$ cat config.mk
export PLATFORM = sky130hd
export DESIGN_NAME = circular_buffer_deque_core
export DESIGN_NICKNAME = d
export VERILOG_FILES = /design/src/hdl/cbd_pkg.sv /design/src/hdl/circular_buffer_deque_core.sv
export SDC_FILE = /design/constraint.sdc
export NUM_CORES = 1
export LEC_CHECK = 0
export BUFFER_PORTS_ARGS = -buffer_cell sky130_fd_sc_hd__buf_2
export CAP_MARGIN = 20
export CORE_ASPECT_RATIO = 1.75
export CORE_MARGIN = 5
export CORE_UTILIZATION = 50
export CTS_BUF_LIST = sky130_fd_sc_hd__clkbuf_4 sky130_fd_sc_hd__clkbuf_8 sky130_fd_sc_hd__clkbuf_16
export DETAILED_ROUTE_END_ITERATION = 10
export HOLD_SLACK_MARGIN = 0.02
export PLACE_DENSITY = 0.66
export SLEW_MARGIN = 15
export SYNTH_ARGS = -nofsm -noshare
export SYNTH_HDL_FRONTEND = slang
export SYNTH_SLANG_ARGS = --single-unit
export TNS_END_PERCENT = 1
$ cat constraint.sdc
create_clock -name clock -period 6.4 [get_ports clock]
set_clock_uncertainty 0.15 [all_clocks]
set_input_delay 0.64 -clock clock [delete_from_list [all_inputs] [get_ports clock]]
set_output_delay 0.64 -clock clock [all_outputs]
set_load 0.05 [all_outputs]
$ cat src/hdl/cbd_pkg.sv
// ----------------------------------------------------------------------------
// cbd_pkg
// Shared types and codes for the ring-buffer deque: operation and status
// codes, controller states and the request/response word layouts.
// ----------------------------------------------------------------------------
package cbd_pkg;

   // Fixed widths of the word fields.
   localparam int OP_W    = 2;
   localparam int DATA_W  = 32;
   localparam int COUNT_W = 5;

   typedef enum logic [OP_W-1:0] {
      OP_PUSH_FRONT = 2'd0,
      OP_PUSH_BACK  = 2'd1,
      OP_POP_FRONT  = 2'd2,
      OP_POP_BACK   = 2'd3
   } op_type;

   typedef enum logic [1:0] {
      ST_DONE  = 2'd0,
      ST_FULL  = 2'd1,
      ST_EMPTY = 2'd2
   } status_type;

   typedef enum logic {
      S_IDLE = 1'b0,
      S_READ = 1'b1
   } state_type;

   typedef struct packed {
      op_type              operation;
      logic [DATA_W-1:0]   entry_value;
   } req_type;

   typedef struct packed {
      status_type          status;
      logic [DATA_W-1:0]   popped_value;
      logic [COUNT_W-1:0]  entry_count;
   } rsp_type;

endpackage

$ cat src/hdl/circular_buffer_deque_core.sv
// Timing: a push or a refused operation shows its response word in the cycle
//   after acceptance; a successful pop passes through the memory read register
//   and then the response register. One push or refused word is taken per cycle
//   while the output is free; no new word is taken while a pop waits on memory.
// Reset: pointers and count return to an empty ring; the ring memory is
//   left as is, since no slot is read before a push has filled it.
// ----------------------------------------------------------------------------
// circular_buffer_deque_core
// Double-ended queue kept in a ring memory with wrapping front and back
// pointers and an entry count. Pushes to a full ring and pops from an empty
// ring are refused with a status code; every request gives one response.
// ----------------------------------------------------------------------------
module circular_buffer_deque_core #(
   parameter int DEPTH       = 16,
   parameter int ENTRY_WIDTH = 32
) (
   input  logic              clock,
   input  logic              reset,
   input  logic              req_valid,
   output logic              req_ready,
   input  cbd_pkg::req_type  req_data,
   output logic              rsp_valid,
   input  logic              rsp_ready,
   output cbd_pkg::rsp_type  rsp_data
);

   localparam int PtrW    = $clog2(DEPTH);
   localparam int CntW    = $clog2(DEPTH + 1);
   localparam int SumW    = CntW + 2;
   localparam int DataW   = cbd_pkg::DATA_W;
   localparam int OutCntW = cbd_pkg::COUNT_W;

   localparam logic [PtrW-1:0] LastSlot  = PtrW'(DEPTH - 1);
   localparam logic [CntW-1:0] FullCount = CntW'(DEPTH);

   // ------------------------------------------------------------------------
   // State
   // ------------------------------------------------------------------------
   cbd_pkg::state_type  state_ff, state_in;
   logic [PtrW-1:0]     front_ff, front_in;   // free slot for next front push
   logic [PtrW-1:0]     back_ff, back_in;     // free slot for next back push
   logic [CntW-1:0]     count_ff, count_in;
   logic                rsp_valid_ff, rsp_valid_in;
   cbd_pkg::rsp_type    rsp_data_ff, rsp_data_in;

   // Ring memory with registered read data.
   logic [ENTRY_WIDTH-1:0] ring_mem [DEPTH];
   logic [ENTRY_WIDTH-1:0] rd_data_ff;

   // ------------------------------------------------------------------------
   // Decode of the incoming word
   // ------------------------------------------------------------------------
   logic             out_free;
   logic             accept;
   logic             is_push, is_front;
   logic             is_full, is_empty;
   logic [PtrW-1:0]  front_up, back_down;
   logic             wr_en, rd_en;
   logic [PtrW-1:0]  wr_addr, rd_addr;
   logic             load_read;

   // Output register may take a new word when empty or being drained.
   assign out_free = !rsp_valid_ff || rsp_ready;
   assign accept   = req_valid && req_ready;

   always_comb begin
      is_push  = (req_data.operation == cbd_pkg::OP_PUSH_FRONT) ||
                 (req_data.operation == cbd_pkg::OP_PUSH_BACK);
      is_front = (req_data.operation == cbd_pkg::OP_PUSH_FRONT) ||
                 (req_data.operation == cbd_pkg::OP_POP_FRONT);
      is_full  = (count_ff == FullCount);
      is_empty = (count_ff == '0);
      // Wrap the pointers by hand: depth need not be a power of two.
      front_up  = (front_ff == LastSlot) ? '0 : front_ff + PtrW'(1);
      back_down = (back_ff == '0) ? LastSlot : back_ff - PtrW'(1);
   end

   // Memory access: a push writes the free slot, a pop reads the slot just
   // beyond the pointer it moves.
   always_comb begin
      wr_en   = accept && is_push && !is_full;
      rd_en   = accept && !is_push && !is_empty;
      wr_addr = is_front ? front_ff : back_ff;
      rd_addr = is_front ? front_up : back_down;
   end

   // ------------------------------------------------------------------------
   // Pointer and count update, at acceptance
   // ------------------------------------------------------------------------
   always_comb begin
      front_in = front_ff;
      back_in  = back_ff;
      count_in = count_ff;
      if (wr_en) begin
         count_in = count_ff + CntW'(1);
         if (is_front) begin
            front_in = (front_ff == '0) ? LastSlot : front_ff - PtrW'(1);
         end else begin
            back_in = (back_ff == LastSlot) ? '0 : back_ff + PtrW'(1);
         end
      end else if (rd_en) begin
         count_in = count_ff - CntW'(1);
         if (is_front) begin
            front_in = front_up;
         end else begin
            back_in = back_down;
         end
      end
   end

   // ------------------------------------------------------------------------
   // Controller: next state
   // ------------------------------------------------------------------------
   always_comb begin
      state_in = state_ff;
      unique case (state_ff)
         cbd_pkg::S_IDLE: begin
            if (rd_en) begin
               state_in = cbd_pkg::S_READ;
            end
         end
         cbd_pkg::S_READ: begin
            if (out_free) begin
               state_in = cbd_pkg::S_IDLE;
            end
         end
         default: state_in = cbd_pkg::S_IDLE;
      endcase
   end

   // Controller: outputs. Hold off new words while a pop waits on memory.
   always_comb begin
      req_ready = 1'b0;
      load_read = 1'b0;
      unique case (state_ff)
         cbd_pkg::S_IDLE: req_ready = out_free;
         cbd_pkg::S_READ: load_read = out_free;
         default: begin
            req_ready = 1'b0;
            load_read = 1'b0;
         end
      endcase
   end

   // ------------------------------------------------------------------------
   // Response register
   // ------------------------------------------------------------------------
   always_comb begin
      rsp_valid_in = rsp_valid_ff && !rsp_ready;
      rsp_data_in  = rsp_data_ff;
      if (load_read) begin
         // Pop completes: count was already updated at acceptance.
         rsp_valid_in             = 1'b1;
         rsp_data_in.status       = cbd_pkg::ST_DONE;
         rsp_data_in.popped_value = DataW'(rd_data_ff);
         rsp_data_in.entry_count  = OutCntW'(count_ff);
      end else if (accept && !rd_en) begin
         // Push or refused operation: answer right away.
         rsp_valid_in             = 1'b1;
         rsp_data_in.popped_value = '0;
         rsp_data_in.entry_count  = OutCntW'(count_in);
         if (is_push) begin
            rsp_data_in.status = is_full ? cbd_pkg::ST_FULL : cbd_pkg::ST_DONE;
         end else begin
            rsp_data_in.status = cbd_pkg::ST_EMPTY;
         end
      end
   end

   assign rsp_valid = rsp_valid_ff;
   assign rsp_data  = rsp_data_ff;

   // ------------------------------------------------------------------------
   // Registers
   // ------------------------------------------------------------------------
   always_ff @(posedge clock) begin
      if (reset) begin
         state_ff     <= cbd_pkg::S_IDLE;
         front_ff     <= '0;
         back_ff      <= PtrW'(1);
         count_ff     <= '0;
         rsp_valid_ff <= 1'b0;
      end else begin
         state_ff     <= state_in;
         front_ff     <= front_in;
         back_ff      <= back_in;
         count_ff     <= count_in;
         rsp_valid_ff <= rsp_valid_in;
      end
   end

   always_ff @(posedge clock) begin
      rsp_data_ff <= rsp_data_in;
   end

   // Ring memory: one write port, one registered read port. A read is only
   // issued on a cycle without a write, so the two never collide.
   always_ff @(posedge clock) begin
      if (wr_en) begin
         ring_mem[wr_addr] <= ENTRY_WIDTH'(req_data.entry_value);
      end
   end

   always_ff @(posedge clock) begin
      if (rd_en) begin
         rd_data_ff <= ring_mem[rd_addr];
      end
   end

   // ------------------------------------------------------------------------
   // Assertions
   // ------------------------------------------------------------------------
   logic [SumW-1:0] ring_span;
   assign ring_span = SumW'(front_ff) + SumW'(count_ff) + SumW'(1);

   // Count never exceeds the ring depth.
   a_count_bound: assert property (@(posedge clock) disable iff (reset)
      count_ff <= FullCount)
      else $error("entry count above depth");

   // Back pointer sits count+1 slots above the front pointer, modulo depth.
   a_ptr_span: assert property (@(posedge clock) disable iff (reset)
      (SumW'(back_ff) == ring_span) || (SumW'(back_ff) + SumW'(DEPTH) == ring_span) ||
      (SumW'(back_ff) + SumW'(2 * DEPTH) == ring_span))
      else $error("front/back pointers disagree with count");

   // A full refusal leaves the ring full.
   a_full_status: assert property (@(posedge clock) disable iff (reset)
      rsp_valid_ff && (rsp_data_ff.status == cbd_pkg::ST_FULL) |-> count_ff == FullCount)
      else $error("full status reported with free slots");

   // A successful pop hands its result over as soon as the output is free.
   a_pop_done: assert property (@(posedge clock) disable iff (reset)
      (state_ff == cbd_pkg::S_READ) && out_free |=> rsp_valid_ff &&
         (rsp_data_ff.status == cbd_pkg::ST_DONE))
      else $error("pop result not delivered");

endmodule

Word-level counts from Yosys, hierarchy flattened:

Memories as Yosys holds them, arrays and structs flattened. A register that Yosys moved wholly into a read port is not among the register bits.
Cells that the tools add are included.
W data, S select, Z words.

* add/sub/neg operators: 6
* multipliers: 0
* divide/modulo/power cells: 0
* $lt $le $gt $ge: 0
* equality and inequality tests: 9
* shift-type cells: 0
* multiplexer cells: 29
* bitwise operators: 1
* reduce and logical (&&, ||, !) cells: 24

Operator list (number)
* $mux W37: 2
* $mux W4: 14
* $mux W5: 2
* $mux W1: 9
* $add A4 B1 Y4 const B: 2
* $eq A4 B4 Y1 const B: 2
* $logic_not A4 Y1: 2
* $ne A2 B2 Y1 const B: 4
* $sub A4 B1 Y4 const B: 2
* $logic_and A1 B1 Y1: 7
* $logic_not A1 Y1: 6
* $reduce_and A3 Y1: 2
* $add A5 B1 Y5 const B: 1
* $eq A5 B5 Y1 const B: 1
* $logic_not A5 Y1: 1
* $sub A5 B1 Y5 const B: 1
* $reduce_bool A2 Y1: 2
* $logic_or A1 B1 Y1: 3
* $eq A2 B1 Y1 const B: 1
* $eq A2 B2 Y1 const B: 1
* $logic_not A2 Y1: 1
* $mux W2: 1
* $pmux W1 S2: 1
* $not A1 Y1: 1

* bits in registers: 54
* latch bits: 0
* memory bits (writable): 512
* ROM bits: 0
* input port bits: 38
* output and inout bits: 41
* logic and storage cells: 78
* memories kept: 1

Memories
* ring_mem: words 16, width 32, rd ports 1, clocked after memory_dff 1, write ports 1, RTL line circular_buffer_deque_core.sv:47 `logic [ENTRY_WIDTH-1:0] ring_mem [DEPTH];`

Longest topological paths before layout:

* depth after elaboration: 10
* gate-level depth with buffers: 12
* mapped depth without buffers: 9

Worst setup path before layout:

No wires, ideal clock.

* path kind: input port to flip-flop
* start: input port req_valid
* end: memory ring_mem[1][0] (enable)
* library setup time: 0.421 ns
* arrival: 3.068 ns
* required time: 5.829 ns
* setup slack: 2.761 ns
* stages: 6
* buffers on the path: 1
* path through: inv_1 nor4_4 and2_1 buf_2 o21ai_0 nor2_1

* cells in the longest elaborated chain, start to end: 5

Ends and longest elaborated chain
* start, declared: RTL line circular_buffer_deque_core.sv:19 `input logic req_valid,`
* $logic_and A1 B1 Y1: RTL line circular_buffer_deque_core.sv:64 `assign accept = req_valid && req_ready;`
* $logic_and A1 B1 Y1 (2 in a row): RTL line circular_buffer_deque_core.sv:81 `wr_en = accept && is_push && !is_full;`
* $mux W1: RTL line circular_buffer_deque_core.sv:199 `if (wr_en) begin`
* $mux W1 (implied by the code): RTL line circular_buffer_deque_core.sv:200 `ring_mem[wr_addr] <= ENTRY_WIDTH'(req_data.entry_value);`
* end, declared: RTL line circular_buffer_deque_core.sv:47

Every way passes these cells.

Final worst setup path:

* start: register front_ff[0]
* end: register rd_data_ff[9] (read register of ring_mem), data pin

* cells in the longest elaborated chain, start to end: 3
* elaborated cells on any way between the ends: 4
* classes of those cells: add/sub: 1; eq/ne: 1; mux: 2

Ends and longest elaborated chain
* start, declared: RTL line circular_buffer_deque_core.sv:40 `logic [PtrW-1:0] front_ff, front_in;`
* start signal, assigned: RTL line circular_buffer_deque_core.sv:185 `front_ff <= front_in;`
* $add A4 B1 Y4 / $eq A4 B4 Y1 (equally long branches): RTL line circular_buffer_deque_core.sv:74 `front_up = (front_ff == LastSlot) ? '0 : front_ff + PtrW'(1);`
* $mux W4 (*): RTL line circular_buffer_deque_core.sv:74
* $mux W4 (*): RTL line circular_buffer_deque_core.sv:84 `rd_addr = is_front ? front_up : back_down;`
* end, declared: RTL line circular_buffer_deque_core.sv:48 `logic [ENTRY_WIDTH-1:0] rd_data_ff;`

Mark *: on every way between the ends. The rest lies on a longest branch, timed or not.
A chain may end at the register's enable or synchronous reset.

==> metrics.yaml <==
relSlewSlack_pct: 23.4
pre_cts_slack_ns: 2.50
first_global_vias: 15000
endpoint_kind: "flop"
pwr-share-clk_pct: 33.2
ant_nets: 0
layout_commonest_cell: "edfxtp_1"
ys.flop_type: "edfxtp_1"
grt_use_total_pct: 21.6
layout_common_cells: "edfxtp_1, nand2_1, nand3_1"
hold_end: "ring_mem[15][21]"
syn_area_mm2: 0.0238
highest_layer: "met4"
combPwrFrac_pct: 17.4
syn_area_per_cell_um2: 13.4
path_clk_slew_ns: 0.07
switching_power_mw: 2.60
dr.pass1.iters: 6
holdCritStartpoint: "req_data[21]"
synthesis.nets: 1826
max_freq_mhz: 258
p_int_mw: 6.63
r2r_start: "front_ff[0]"
area_growth_pct: 11.2
synth-edff-count: 581
path_class: "flop to flop"
drive_gt1_share_pct: 12.7
swShare_pct: 28.1
crit_chain: "ha_1 -> a31oi_1 -> o22a_4 -> buf_4 -> a211oi_1 -> o21ai_0 -> nand4_1 -> o221ai_1"
cts-root-buf: "clkbuf_16"
grt_first_pass_wirelength_mm: 87.9
hold_buffers: 0
critPathMaxStageDelay_ns: 0.85
slew_viol_final: 0
die_h_um: 299
grt_start_max_net_pins: 186
setup_tns_ns: 0
cts_inserted_buffers: 50
p_total_mw: 9.23
clkSinkCount: 598
power.density_mw_per_mm2: 348
p_leak_nw: 9.33
r2r_slack_ns: 2.52
ys_warn_count: 0
antenna_found_initial: 3
gr-total-overflow: 0
synthDistinctLibCells: 55
vias: 14700
die_area_mm2: 0.0523
clock_tree.buffer_depth: 3
yosysSeqAreaShare_pct: 74.6
hpwl_mm: 30.9
nNetsFinal: 1869
clock_latency_ns: 0.58
worstPathArrival_ns: 4.10
route.met3.wl_mm: 3.21
synth_area_leaders: "edfxtp_1, nand2_1, nand3_1, and3_1, a211oi_1"
synth_area_leader_cell: "edfxtp_1"
max_slew.worst_pin.slew_ns: 1.15
startpoint_type: "flop"
reg2regPathDepth: 8
max_cap_viol_count: 0
hp-class: "input port to flop"
start_util_pct: 50.2
place.gp.congestion: 0.790
row_count: 106
drt-total-wl_mm: 56.6
critPathLaunch: "front_ff[0]"
slowest_stage: "buf_4"
h-tree-depth: 2
finalHoldViolations: 0
post-cts-setup-buffer-count: 0
async_reset_ff_share_pct: 0
cts_resized: 0
core-area_mm2: 0.0475
portBuffers: 78
setup_violations: 0
required_ns: 6.62
wl_per_cell_um: 23.0
ir_drop_mv: 0.268
cts_tree: "built"
dr_wl_met2_mm: 30.2
rsz0062_at_grt: "no"
layout_min_cycle_time_ns: 3.88
dr.first_iter.drc_count: 1107
outcome: "finished, final reports clean"
netlist_instances: 1782
die_width_um: 175
ios: 79
avgViaCountPerCell: 5.97
drt-met1-wl_mm: 20.9
drc_errors: 0
rr_endpoint: "rd_data_ff[9]"
layout_worst_path_cycle_share_pct: 60.6
fin_ws_ns: 2.52
synth_top_cell_area_share_pct: 73.2
ys_ff_latch: 598
hold-path-cell-count: 1
path_max_fanout: 85
seqPwrFrac_pct: 49.3
cell families (layout without fill, tap and decap cells):
logic type,after synthesis,in the layout,synth area share [%]
and+or+nand+nor,789,789,14.9
DFF,598,598,74.6
AOI/OAI and AO/OA,241,241,6.81
buffers and inverters,134,216,2.69
xor gates and xnor gates,8,8,0.294
adders and majority gates,6,6,0.315
muxes,6,6,0.310
other,0,1,0
critical path: cells and delay by family (launching register included):
| kind | cells | cell delay [ns] |
|---|---|---|
| compound gates | 5 | 1.65 |
| fa+ha+maj | 1 | 0.32 |
| buf+inv | 1 | 0.85 |
| flops | 1 | 0.42 |
| simple gates | 1 | 0.18 |
power groups by stage:
stage          Sequential, mW  Clock, mW  Combinational [mW]
2_1_floorplan            4.84          0               0.944
3_3_place_gp             4.63          0                1.59
3_5_place_dp             4.64          0                1.62
4_1_cts                  4.55       3.12                1.63
5_1_grt                  4.56       3.27                1.77
6_report                 4.55       3.07                1.61
synth_stat cells, types with 15 or more instances:
master	n
edfxtp_1	581
nand2_1	468
nand3_1	132
and3_1	98
o21ai_0	88
a211oi_1	66
clkbuf_1	53
buf_2	47
nand4_1	34
nor2_1	30
o221ai_1	26
o21ai_1	19
dfxtp_1	17
a21oi_1	15
flip-flops by register name, summed over array words and instances (netlist names):
| signal | cells |
|---|---|
| state_ff | 1 |
| count_ff | 5 |
| rsp_data | 39 |
| rd_data_ff | 32 |
| rsp_valid | 1 |
| ring_mem | 512 |
| back_ff | 4 |
| front_ff | 4 |
cell type report:
class	count	area, um^2
Clock buffer	57	1320
Fill cell	3816	21000
Timing Repair Buffer	113	731
Inverter	12	45.0
Tap cell	594	743
Multi-Input combinational cell	1050	5560
Sequential cell	598	17800
Antenna cell	1	2.50
Clock inverter	34	313
metal layers:
layer / up-vias / global-route usage, %
met3: 144 / 3.28
met1: 7338 / 25.9
met4: 0 / 8.50
met5: - / 0
li1: 6683 / -
met2: 506 / 39.1
how the worst max path moves through the flow:
stage	end	slack (ns)
6_report	rd_data_ff[9]	2.52
5_1_grt	rd_data_ff[9]	2.29
4_1_cts	rd_data_ff[9]	2.50
3_5_place_dp	rd_data_ff[30]	2.50
3_3_place_gp	rd_data_ff[30]	2.58
2_1_floorplan	ring_mem[1][0]	2.76
metrics by stage:
step / hold WS (ns) / cell area (um^2) / util [%] / cells
finish: 0.292 / 26500 / 55.8 / 2459
global route: 0.287 / 26500 / 55.8 / 2458
CTS: 0.267 / 26500 / 55.8 / 2457
detailed placement: 0.359 / 24800 / 52.3 / 2366
global placement: 0.383 / 24800 / 52.2 / 2363
floorplan: 0.378 / 23800 / - / 1782
Note: power is estimated with default switching activity, not from simulation.
